<file path="src/hw/rtl/matrix_multiply_accumulate_macros.svh">
// ----------------------------------------------------------------------------
// matrix_multiply_accumulate_macros
// assertion macros for the matrix multiply-accumulate block
// ----------------------------------------------------------------------------
`ifndef MATRIX_MULTIPLY_ACCUMULATE_MACROS_SVH
`define MATRIX_MULTIPLY_ACCUMULATE_MACROS_SVH

`ifndef ASSERT_OFF
`define MMA_ASSERT(lbl, prop, msg) \
  lbl: assert property (@(posedge clk_i) disable iff (!rst_ni) (prop)) else $error(msg);
`define MMA_ASSERT_NEVER(lbl, expr, msg) \
  lbl: assert property (@(posedge clk_i) disable iff (!rst_ni) !(expr)) else $error(msg);
`else
`define MMA_ASSERT(lbl, prop, msg)
`define MMA_ASSERT_NEVER(lbl, expr, msg)
`endif

`endif

</file>
<file path="src/hw/rtl/mma_pkg.sv">
// ----------------------------------------------------------------------------
// mma_pkg
// types, constants and codes shared by the matrix multiply-accumulate block
// ----------------------------------------------------------------------------
package mma_pkg;

  localparam int MAX_N  = 8;
  localparam int IDX_W  = (MAX_N > 1) ? $clog2(MAX_N) : 1;
  localparam int ADDR_W = 2 * IDX_W;
  localparam int DEPTH  = 1 << ADDR_W;
  localparam int DATA_W = 64;

  typedef enum logic [1:0] {
    CMD_LOAD_A = 2'd0,
    CMD_LOAD_B = 2'd1,
    CMD_LOAD_C = 2'd2,
    CMD_RUN    = 2'd3
  } cmd_e;

  typedef enum logic [1:0] {
    CFG_SIZE     = 2'd0,
    CFG_ROW_BASE = 2'd1,
    CFG_COL_BASE = 2'd2,
    CFG_NONE     = 2'd3
  } cfg_e;

  typedef enum logic [2:0] {
    ST_IDLE,
    ST_MAC_RD,
    ST_MAC_MUL,
    ST_MAC_WR,
    ST_EMIT_RD,
    ST_EMIT_WR
  } state_e;

  typedef struct packed {
    cmd_e               command;
    logic [2:0]         row;
    logic [2:0]         col;
    logic signed [63:0] value;
  } mma_in_t;

  typedef struct packed {
    logic [3:0]         out_row;
    logic [3:0]         out_col;
    logic signed [63:0] out_value;
    logic               last;
  } mma_out_t;

  // one classified word between front and back
  typedef struct packed {
    logic              valid;
    cmd_e              op;
    logic [ADDR_W-1:0] addr;
    logic [DATA_W-1:0] value;
  } mma_op_t;

  typedef struct packed {
    logic [3:0] size;
    logic [2:0] row_base;
    logic [2:0] col_base;
  } mma_cfg_t;

endpackage

</file>
<file path="src/hw/rtl/mma_front.sv">
// ----------------------------------------------------------------------------
// mma_front
// accepts input words, drops out-of-range loads, queues the rest for the back
// ----------------------------------------------------------------------------
module mma_front import mma_pkg::*; (
  input  logic    clk_i,
  input  logic    rst_ni,
  input  logic    push_i,
  output logic    full_o,
  input  mma_in_t in_data_i,
  output mma_op_t op_o,
  input  logic    op_take_i
);

  mma_op_t    q_q [2];
  logic       wr_ptr_q, rd_ptr_q;
  logic [1:0] cnt_q, cnt_d;
  logic       accept, in_range, enq, deq;
  mma_op_t    word;

  assign full_o = (cnt_q == 2'd2);
  assign accept = push_i && !full_o;

  always_comb begin
    in_range = ({1'b0, in_data_i.row} < 4'(MAX_N)) && ({1'b0, in_data_i.col} < 4'(MAX_N));
    word.valid = 1'b1;
    word.op    = in_data_i.command;
    word.addr  = {in_data_i.row[IDX_W-1:0], in_data_i.col[IDX_W-1:0]};
    word.value = in_data_i.value;
  end

  assign enq = accept && (in_range || in_data_i.command == CMD_RUN);
  assign deq = op_take_i && (cnt_q != 2'd0);

  always_comb begin
    cnt_d = cnt_q;
    if (enq && !deq) begin
      cnt_d = cnt_q + 2'd1;
    end else if (deq && !enq) begin
      cnt_d = cnt_q - 2'd1;
    end
  end

  always_ff @(posedge clk_i or negedge rst_ni) begin
    if (!rst_ni) begin
      cnt_q    <= 2'd0;
      wr_ptr_q <= 1'b0;
      rd_ptr_q <= 1'b0;
    end else begin
      cnt_q <= cnt_d;
      if (enq) begin
        wr_ptr_q <= !wr_ptr_q;
      end
      if (deq) begin
        rd_ptr_q <= !rd_ptr_q;
      end
    end
  end

  always_ff @(posedge clk_i) begin
    if (enq) begin
      q_q[wr_ptr_q] <= word;
    end
  end

  always_comb begin
    op_o       = q_q[rd_ptr_q];
    op_o.valid = (cnt_q != 2'd0);
  end

endmodule

</file>
<file path="config.mk">
export PLATFORM = sky130hd
export DESIGN_NAME = mma_front
export DESIGN_NICKNAME = d
export VERILOG_FILES = /design/src/hw/rtl/matrix_multiply_accumulate_macros.svh /design/src/hw/rtl/mma_pkg.sv /design/src/hw/rtl/mma_front.sv
export SDC_FILE = /design/constraint.sdc
export NUM_CORES = 1
export LEC_CHECK = 0
export BUFFER_PORTS_ARGS = -buffer_cell sky130_fd_sc_hd__buf_4
export CAP_MARGIN = 20
export CORE_MARGIN = 5
export CORE_UTILIZATION = 52
export DETAILED_ROUTE_END_ITERATION = 16
export MAX_ROUTING_LAYER = met4
export PLACE_DENSITY = 0.78
export SYNTH_ARGS = -nofsm -noshare
export SYNTH_HDL_FRONTEND = slang
export SYNTH_SLANG_ARGS = --single-unit
</file>
<file path="constraint.sdc">
create_clock -name clk_i -period 5.02 [get_ports clk_i]
set_input_delay 0.753 -clock clk_i [delete_from_list [all_inputs] [get_ports clk_i]]
set_output_delay 0.753 -clock clk_i [all_outputs]
set_load 0.05 [all_outputs]
</file>
# After elaboration in Yosys (flattened, before gate mapping)
# Memory sizes are Yosys's and may differ from the RTL's.
# Index checks and enable logic that the tools add are counted.
[totals]
ramBits = 144
ff_bits = 4
inputBits = 76
out_inout_bits = 74
mem_count = 1
[op_classes]
n_reduce_logical = 11
n_eq_ne = 1
n_mux = 4
add_sub_neg = 2
[memory_table]
columns = ["name", "depth", "word_bits", "rd", "rd_ports_with_merged_regs", "write_ports", "line_no", "text"]
rows = [
  ["q_q", 2, 72, 1, 0, 1, "mma_front.sv:15", "mma_op_t q_q [2];"],
]
[ops]
columns = ["operator", "n"]
rows = [
  ["1-bit logical NOT", 5],
  ["1-bit logical AND", 4],
  ["2-bit 2-to-1 mux", 2],
  ["2-bit nonzero test", 2],
  ["2-bit by 1-bit adder with 2-bit output (second input constant)", 1],
  ["2-bit equality test (second input constant)", 1],
  ["1-bit 2-to-1 mux", 2],
  ["2-bit by 1-bit subtractor with 2-bit output (second input constant)", 1],
]

# Longest topological paths before layout
# Gate-level depths: netlist of the first run.
[depth]
depth_word = 7
mapped_depth = 7
ltp_nobuf = 7

# Least setup slack after synthesis of the first run
# No wires, ideal clock.
[synth_path]
kind = "input to register"
from = "input push_i"
to = "memory q_q[0][0] (netlist name) (enable)"
arrival_ns = 3.848
setup_ns = 0.502
stages = 2
t_required_ns = 4.518
n_path_buf = 0
setup_slack_ns = 0.669
cell_sequence = "nand2_1 nor2_1"
[synth_between]
elab_chain_cells = 3
[synth_lines]
columns = ["element", "line_no", "text"]
rows = [
  ["start: declaration", "mma_front.sv:8", "input logic push_i,"],
  ["1-bit logical AND", "mma_front.sv:22", "assign accept = push_i && !full_o;"],
  ["1-bit 2-to-1 mux", "mma_front.sv:61", "if (enq) begin"],
  ["1-bit 2-to-1 mux (implied by the code)", "mma_front.sv:62", "q_q[wr_ptr_q] <= word;"],
  ["end: declaration", "mma_front.sv:15", ""],
]
# Every way passes these cells.

==> impl_metrics.py, run 1 <==
metrics = {
    "routing": {
        "drtIter0Drc": 107,
        "drtPass1Iterations": 4,
        "via_count": 2709,
        "wl_per_cell_um": 17.5,
        "drc": 0,
        "postRouteAntennaNets": 0,
        "vias_per_cell": 4.87,
        "wl_um": 9750,
    },
    "clock_tree": {
        "h-tree-depth": 4,
        "cts_tree": "yes",
        "clk_latency_ns": 0.50,
        "postCtsSetupBuffers": 0,
        "cts_buffer_depth": 2,
        "cts_buffers": 17,
        "cts-root-buf": "clkbuf_8",
        "cts_resized": 0,
        "ctsHoldBuffers": 0,
        "clock_sink_count": 148,
        "path_clk_slew_ns": 0.06,
    },
    "worst_setup_path": {
        "rrSetupSlack_ns": 2.53,
        "worstSetupPathType": "reg -> out",
        "worst_path_most_repeated_cell": "buf_4",
        "crit_fanout": 54,
        "crit_chain": "buf_4 -> mux2_4 -> buf_4",
        "slowest_delay_ns": 1.10,
        "reg2reg_from": "cnt_q[0]",
        "end_kind": "output port",
        "crit_start": "rd_ptr_q",
        "startpoint_type": "flip-flop",
        "arrival_ns": 2.67,
        "ff2ff_path_depth": 4,
        "worstPathRequired_ns": 4.27,
        "slowest_stage": "dfrtp_4",
        "r2r_end": "q_q[0][43]",
    },
    "placement": {
        "hpwlAfterDp_um": 6510,
        "gp_congestion": 0.728,
        "port_buffers": 149,
    },
    "finish": {
        "final_common_cell": "buf_4",
        "nNetsFinal": 482,
        "most-common-layout-cells": "151 x buf_4, 144 x edfxtp_1, 69 x mux2_4",
        "utilization": 0.690,
        "diodes": 0,
        "syn_to_final_growth_pct": 30.2,
        "nFillCells": 734,
        "drive_gt1_frac": 0.613,
    },
    "sta": {
        "fmax_mhz": 292,
        "finalSetupViolCount": 0,
        "worst_slew_pin_slew_ns": 1.03,
        "fin_worst_skew_ns": 0.00523,
        "fin_crit_sh": 0.682,
        "drv_slew": 0,
        "min_period_ns": 3.42,
        "hold_viol": 0,
        "setup-tns-final_ns": 0,
        "rsz0062_at_grt": "false",
        "relSlewSlack": 0.310,
    },
    "synthesis": {
        "ys_types": 16,
        "ys_seq_area_frac": 0.770,
        "ys_seq_elements": 148,
        "syn_nets": 320,
        "synth_area_mm2": 0.00575,
        "ys_warn_count": 0,
        "syn-instance-count": 243,
        "syn_avg_cell_area_um2": 23.6,
    },
    "floorplanning": {
        "core-area_mm2": 0.0108,
        "fp.dieW_um": 115,
        "io_pins": 150,
        "start_util": 0.530,
        "die_h_um": 115,
        "die-area_mm2": 0.0133,
        "rows": 38,
    },
    "global_route": {
        "globalRouteOverflowTotal": 0,
        "grt_max_degree": 73,
        "grt_usage": 0.154,
        "grt_pass1_vias": 2866,
        "antenna_found_initial": 0,
        "grt_pass1_wl_um": 14600,
    },
    "run": {
        "max_cap_viol_count": 0,
    },
    "power": {
        "ir_worst_vdd_v": 0.000553,
        "power.density_mw_per_mm2": 709,
        "p_leak_uw": 0.00302,
    },
    "hold_path": {
        "hold_path.class": "in -> async",
    },
    "outcome": {
        "status": "complete, no violations",
    },
}
## metal layers
| layer | vias up | wire length [um] | global-route usage |
|---|---|---|---|
| met1 | 1313 | 3990 | 0.192 |
| met5 | - | 0 | - |
| met3 | 15 | 766 | 0.0426 |
| met2 | 96 | 4840 | 0.236 |
| li1 | 1285 | - | - |
| met4 | 0 | 148 | 0.0704 |
## registers in the layout (all words and copies together), names as in the netlist
| signal | flops |
|---|---|
| wr_ptr_q | 1 |
| q_q | 144 |
| rd_ptr_q | 1 |
| cnt_q | 2 |
## metrics by stage
stage	hold slack [ns]	cells	total power, uW	instance area (um2)	setup slack [ns]
global placement	0.474	526	4140	6920	2.16
floorplan	0.456	243	3700	5750	0.669
detailed placement	0.475	526	4170	6920	2.13
global route	0.00938	556	5500	7480	1.50
CTS	0.00131	556	5370	7480	1.55
finish	0.0330	556	5300	7480	1.60
## how the worst max path moves through the flow
stage,endpoint,slack (ns),cells past startpoint
2_1_floorplan,q_q[0][0],0.67,2
3_3_place_gp,op_o[66],2.16,3
3_5_place_dp,op_o[29],2.13,3
4_1_cts,op_o[29],1.55,3
5_1_grt,op_o[29],1.50,3
6_report,op_o[66],1.60,3
## synthesized netlist by cell type (all sizes together)
cell / number / share of area
xor2: 2 / 0.0030
edfxtp: 144 / 0.75
xnor2: 3 / 0.0046
mux2: 72 / 0.19
inv: 2 / 0.0013
nor2: 2 / 0.0013
and3: 1 / 0.0011
nand2: 2 / 0.0017
nand2b: 1 / 0.0011
buf: 8 / 0.026
dfrtp: 4 / 0.017
or2: 1 / 0.0011
ha: 1 / 0.0022
## kinds of logic (layout without fill, tap and decap cells)
| family | Yosys count | count (layout) | synth area share |
|---|---|---|---|
| XOR/XNOR | 5 | 5 | 0.00762 |
| adder cells (fa/ha/maj) | 1 | 1 | 0.00218 |
| buffers and inverters | 10 | 183 | 0.0277 |
| flip-flops | 148 | 148 | 0.770 |
| multiplexers | 72 | 72 | 0.186 |
| AND/OR/NAND/NOR | 7 | 7 | 0.00632 |
## worst max-delay path, delay by kind of cell (launching register included)
| kind | cells | cell delay (ns) |
|---|---|---|
| buffers and inverters | 2 | 0.68 |
| DFF | 1 | 1.10 |
| muxes | 1 | 0.34 |
## cell type report
class / instances / area [um2] / share of cell area
sequential: 148 / 4430 / 0.592
multi-input combinational: 85 / 1170 / 0.157
timing repair buffer: 151 / 1130 / 0.152
clock buffer: 19 / 422 / 0.0564
tap: 140 / 175 / 0.0234
clock inverter: 11 / 138 / 0.0184
inverter: 2 / 7.51 / 0.00100
## where the power goes
group	switching (uW)	leakage, uW	total [uW]	internal, uW
clock network	438	0.000271	1180	745
registers	194	0.00138	1890	1700
logic	1380	0.00136	2230	850
total	2010	0.00302	5300	3290
No activity file was read; power rests on OpenSTA's default activity.
==> inputs of run 2 (changes only) <==
- ABC_AREA: not set -> 1
- CORE_UTILIZATION: 52 -> 47
- PLACE_DENSITY: 0.78 -> 0.75
- clock period: 5.02 -> 2.9 ns (I/O delays scaled with it)
==> impl_metrics.py, run 2 <==
metrics = {
    "finish": {
        "final_common_cell": "nand2_1",
        "largest_reg_flops": 144,
        "nFillCells": 864,
        "regMostFlops": "q_q",
        "diodes": 0,
        "most-common-layout-cells": "225 x nand2_1, 157 x buf_4, 144 x edfxtp_1",
        "nNetsFinal": 646,
        "drive_gt1_frac": 0.326,
        "utilization": 0.639,
        "syn_to_final_growth_pct": 32.7,
        "reg.largest.list": "q_q: 144 flops, cnt_q: 2 flops",
    },
    "synthesis": {
        "synth_flop_cell": "edfxtp_1",
        "async_flop_share": 0.0270,
        "synth_top_area_frac": 0.787,
        "syn_nets": 484,
        "synth_edf_count": 144,
        "yosysTopAreaCell": "edfxtp_1",
        "syn-instance-count": 407,
        "ys_warn_count": 0,
        "ys_seq_elements": 148,
        "ys_types": 16,
        "synth.most_common_cell": "nand2_1",
        "ys_seq_area_frac": 0.805,
        "syn_avg_cell_area_um2": 13.5,
        "yosys-top-cells-area": "edfxtp_1 79%, nand2_1 15%, dfrtp_1 1.8%",
        "netlist_top_cells_count": "225 x nand2_1, 144 x edfxtp_1, 8 x buf_6",
        "synth_area_mm2": 0.00550,
    },
    "worst_setup_path": {
        "arrival_ns": 1.88,
        "worstSetupPathType": "reg -> out",
        "worstPathRequired_ns": 2.47,
        "end_kind": "output port",
        "startpoint_type": "flip-flop",
        "crit_fanout": 23,
        "crit_chain": "inv_2 -> buf_4 -> nand2_1 -> nand2_1 -> buf_4",
        "ff2ff_path_depth": 4,
        "path_buf_inv": 3,
        "cp.depth": 5,
        "cp_top_family": "buffers and inverters",
        "slowest_stage": "dfrtp_2",
        "slowest_delay_ns": 0.41,
    },
    "floorplanning": {
        "start_util": 0.481,
        "fp.dieW_um": 118,
        "io_pins": 150,
        "die-area_mm2": 0.0140,
        "rows": 39,
        "die_h_um": 118,
        "core-area_mm2": 0.0114,
    },
    "sta": {
        "rsz0062_at_grt": "false",
        "min_period_ns": 2.31,
        "relSlewSlack": 0.481,
        "fin_worst_skew_ns": 0.00450,
        "finalSetupViolCount": 0,
        "drv_slew": 0,
        "fin_crit_sh": 0.797,
        "hold_viol": 0,
        "worst_slew_pin_slew_ns": 0.779,
        "fmax_mhz": 433,
        "setup-tns-final_ns": 0,
    },
    "routing": {
        "drc": 0,
        "via_count": 3420,
        "wl_um": 11000,
        "drtPass1Iterations": 5,
        "vias_per_cell": 4.72,
        "postRouteAntennaNets": 0,
        "drtIter0Drc": 230,
        "wl_per_cell_um": 15.2,
    },
    "global_route": {
        "use_met3": 0.0606,
        "globalRouteOverflowTotal": 0,
        "grt_usage": 0.162,
        "gr-usage-met1": 0.186,
        "grt_pass1_wl_um": 17300,
        "busiest_layer": "met2",
        "antenna_found_initial": 0,
        "grt_pass1_vias": 3547,
        "grtUsageMet2": 0.265,
        "grt_max_degree": 74,
    },
    "clock_tree": {
        "cts-root-buf": "clkbuf_16",
        "clock_sink_count": 148,
        "cts_tree": "yes",
        "postCtsSetupBuffers": 0,
        "clk_latency_ns": 0.40,
        "path_clk_slew_ns": 0.06,
        "cts_resized": 0,
        "h-tree-depth": 4,
        "cts_buffer_depth": 2,
        "cts_buffers": 17,
    },
    "placement": {
        "gp_congestion": 0.760,
        "port_buffers": 149,
        "hpwlAfterDp_um": 7320,
    },
    "power": {
        "ir_worst_vdd_v": 0.000711,
        "p_total_uw": 9260,
        "power.density_mw_per_mm2": 1270,
        "p_leak_uw": 0.00314,
    },
    "run": {
        "max_cap_viol_count": 0,
    },
    "hold_path": {
        "hold_path_depth": 1,
        "hold_path.class": "in -> reg",
    },
    "outcome": {
        "status": "complete, no violations",
    },
}
run 2: cell types whose count changed after synthesis, sizes merged, moves of 6 or more:
| cell | delta |
|---|---|
| mux2 | -72 |
| inv | +6 |
| buf | +7 |
| nand2 | +225 |
run 2: power by group:
part           leakage (uW)  switching [uW]  total, uW  internal, uW
registers           0.00139             123       3040          2920
logic               0.00149            3140       4200          1060
clock network      0.000262             762       2010          1250
run 2: area by class of cell:
class / instances / area (um2) / share of cell area
timing repair buffer: 158 / 1190 / 0.163
multi-input combinational: 236 / 923 / 0.127
inverter: 8 / 30.0 / 0.00412
clock inverter: 12 / 113 / 0.0154
clock buffer: 20 / 437 / 0.0599
tap: 143 / 179 / 0.0245
sequential: 148 / 4430 / 0.607
run 2: final timing paths:
check                               from    endpoint  slack (ns)
setup reg to reg                cnt_q[1]  q_q[1][26]        1.19
setup / recovery                rd_ptr_q    op_o[57]        0.59
max in group asynchronous         rst_ni    rd_ptr_q        2.41
hold / removal             in_data_i[15]  q_q[0][15]        0.22
hold reg to reg                 wr_ptr_q    wr_ptr_q        0.49
min in group asynchronous         rst_ni    cnt_q[0]        0.37
run 2: worst reg2reg max path, cell delays in order, from the launching register on:
cell	delay [ns]
dfrtp_1	0.40
inv_1	0.15
o21ai_0	0.20
nor2_4	0.14
buf_4	0.45
run 2: metal layers:
metal  wire length [um]  share of wire
met1               4680           0.42
met2               5490           0.50
met3                802          0.073
met4                 69         0.0063
met5                  0              0
run 2: cell families after synthesis:
| kind of cell | count (synthesis) | share of synthesized area |
|---|---|---|
| simple gates | 233 | 0.162 |
| flops | 148 | 0.805 |
| buf+inv | 23 | 0.0287 |
| compound gates | 1 | 0.000909 |
| xor+xnor | 1 | 0.00159 |
| fa+ha+maj | 1 | 0.00228 |
run 2: stage by stage:
step	cell area (um2)	worst slack, ns	cells	hold slack, ns
global placement	6740	1.02	692	0.235
CTS	7300	0.542	725	0.197
floorplan	5510	0.257	407	0.139
finish	7300	0.590	725	0.215
global route	7300	0.438	725	0.192
detailed placement	6740	0.983	692	0.237
run 2: what timing repair did:
action	4_1_cts	5_1_grt
hold buffers	1	0
setup endpoints to repair	0	0
endpoints found under the hold margin	4	0
==> inputs of run 3 (changes only) <==
- clock period: 2.9 -> 2.1 ns (I/O delays scaled with it)
==> impl_metrics.py, run 3 (synthesis results as in run 2) <==
metrics = {
    "outcome": {
        "status": "complete, no violations",
    },
    "floorplanning": {
        "die_h_um": 118,
        "start_util": 0.481,
        "die-area_mm2": 0.0140,
        "io_pins": 150,
        "fp.dieW_um": 118,
        "rows": 39,
        "core-area_mm2": 0.0114,
    },
    "clock_tree": {
        "h-tree-depth": 4,
        "clk_latency_ns": 0.40,
        "path_clk_slew_ns": 0.06,
        "cts_resized": 0,
        "clock_sink_count": 148,
        "cts_tree": "yes",
        "cts-root-buf": "clkbuf_16",
        "ctsHoldBuffers": 1,
        "cts_buffer_depth": 2,
        "cts_buffers": 17,
        "postCtsSetupBuffers": 0,
    },
    "run": {
        "max_cap_viol_count": 0,
    },
    "global_route": {
        "antenna_found_initial": 0,
        "grt_pass1_vias": 3546,
        "grt_max_degree": 74,
        "globalRouteOverflowTotal": 0,
        "grt_pass1_wl_um": 17300,
        "grt_usage": 0.162,
    },
    "worst_setup_path": {
        "arrival_ns": 1.63,
        "end_kind": "output port",
        "cp_top_family": "buffers and inverters",
        "startpoint_type": "flip-flop",
        "crit_fanout": 30,
        "worstPathRequired_ns": 1.78,
        "cp.depth": 5,
        "path_buf_inv": 3,
        "slowest_stage": "dfrtp_2",
        "ff2ff_path_depth": 6,
        "worstSetupPathType": "reg -> out",
        "crit_chain": "inv_2 -> buf_4 -> nand2_1 -> nand2_1 -> buf_4",
        "slowest_delay_ns": 0.43,
    },
    "power": {
        "p_leak_uw": 0.00317,
        "ir_worst_vdd_v": 0.000949,
        "pwr-share-seq": 0.323,
        "p_switching_uw": 5580,
        "power.density_mw_per_mm2": 1760,
        "switching_share": 0.429,
        "clkPwrFrac": 0.222,
        "comb_power_share": 0.455,
        "internal-power_uw": 7430,
    },
    "finish": {
        "nNetsFinal": 645,
        "drive_gt1_frac": 0.335,
        "final_common_cell": "nand2_1",
        "nFillCells": 860,
        "regMostFlops": "q_q",
        "reg.largest.list": "q_q: 144 flops, cnt_q: 2 flops",
        "largest_reg_flops": 144,
        "syn_to_final_growth_pct": 34.3,
        "fin_area_mm2": 0.00738,
        "most-common-layout-cells": "224 x nand2_1, 151 x buf_4, 144 x edfxtp_1",
        "diodes": 0,
    },
    "placement": {
        "gp_congestion": 0.781,
        "place_area_mm2": 0.00680,
        "port_buffers": 149,
        "hpwlAfterDp_um": 7230,
    },
    "routing": {
        "drtIter0Drc": 208,
        "wl_um": 11000,
        "postRouteAntennaNets": 0,
        "wl_per_cell_um": 15.3,
        "drc": 0,
        "vias_per_cell": 4.76,
        "drtPass1Iterations": 4,
        "via_count": 3440,
    },
    "sta": {
        "worst_slew_pin_slew_ns": 0.434,
        "relSlewSlack": 0.710,
        "hold_viol": 0,
        "fin_crit_sh": 0.928,
        "rsz0062_at_grt": "false",
        "fmax_mhz": 513,
        "setup-tns-final_ns": 0,
        "min_period_ns": 1.95,
        "fin_worst_skew_ns": 0.00376,
        "drv_slew": 0,
        "finalSetupViolCount": 0,
    },
    "hold_path": {
        "hold_path.class": "in -> reg",
        "hold_path_depth": 1,
    },
}
[run 3: cell types whose count changed in the layout (fill, tap and decap cells not counted), moves of 2 or more]
cell / previous run / this run
buf_12: 0 / 5
buf_4: 157 / 151
clkbuf_1: 3 / 1
clkinv_1: 5 / 3
clkinv_2: 2 / 4
[run 3: metal layers]
layer	wire length, um	global-route usage	share of wire
met1	4480	0.180	0.41
met2	5570	0.272	0.50
met3	813	0.0535	0.074
met4	178	0.0616	0.016
met5	0	-	0
[run 3: metrics by stage]
stage / std cells / worst slack, ns / power (uW) / util / hold WS, ns
after CTS: 722 / 0.114 / 13200 / 0.647 / 0.0739
after floorplan: 407 / -0.220 / 8450 / - / 0.0194
after global routing: 722 / 0.0550 / 13600 / 0.647 / 0.0693
final: 722 / 0.152 / 13000 / 0.647 / 0.0931
after detailed placement: 691 / 0.507 / 10200 / 0.596 / 0.117
after global placement: 691 / 0.546 / 10200 / 0.596 / 0.116
[run 3: worst register-to-register path, delay by kind of cell, from the launching register on]
| family | cells | cell delay [ns] |
|---|---|---|
| buf+inv | 3 | 0.58 |
| flops | 1 | 0.38 |
| simple gates | 3 | 0.25 |
[run 3: final timing paths]
path                          startpoint         end  slack [ns]
max                             rd_ptr_q    op_o[12]        0.15
min                        in_data_i[11]  q_q[1][11]        0.09
max reg2reg                     cnt_q[1]  q_q[0][36]        0.51
min reg2reg                     wr_ptr_q    wr_ptr_q        0.48
max in group asynchronous         rst_ni    cnt_q[0]        1.74
min in group asynchronous         rst_ni    rd_ptr_q        0.24
[run 3: power groups by stage]
stage / combinational [uW] / sequential (uW) / clock, uW
5_1_grt: 6270 / 4260 / 3070
3_3_place_gp: 5930 / 4230 / 0
4_1_cts: 6010 / 4210 / 2950
6_report: 5920 / 4200 / 2880
3_5_place_dp: 5980 / 4260 / 0
2_1_floorplan: 4210 / 4240 / 0
[run 3: cell type report]
class / count / area, um2 / area share
Clock inverter: 12 / 139 / 0.0188
Clock buffer: 18 / 429 / 0.0581
Timing Repair Buffer: 157 / 1240 / 0.168
Sequential cell: 148 / 4430 / 0.600
Inverter: 8 / 33.8 / 0.00458
Multi-Input combinational cell: 236 / 931 / 0.126
Tap cell: 143 / 179 / 0.0242
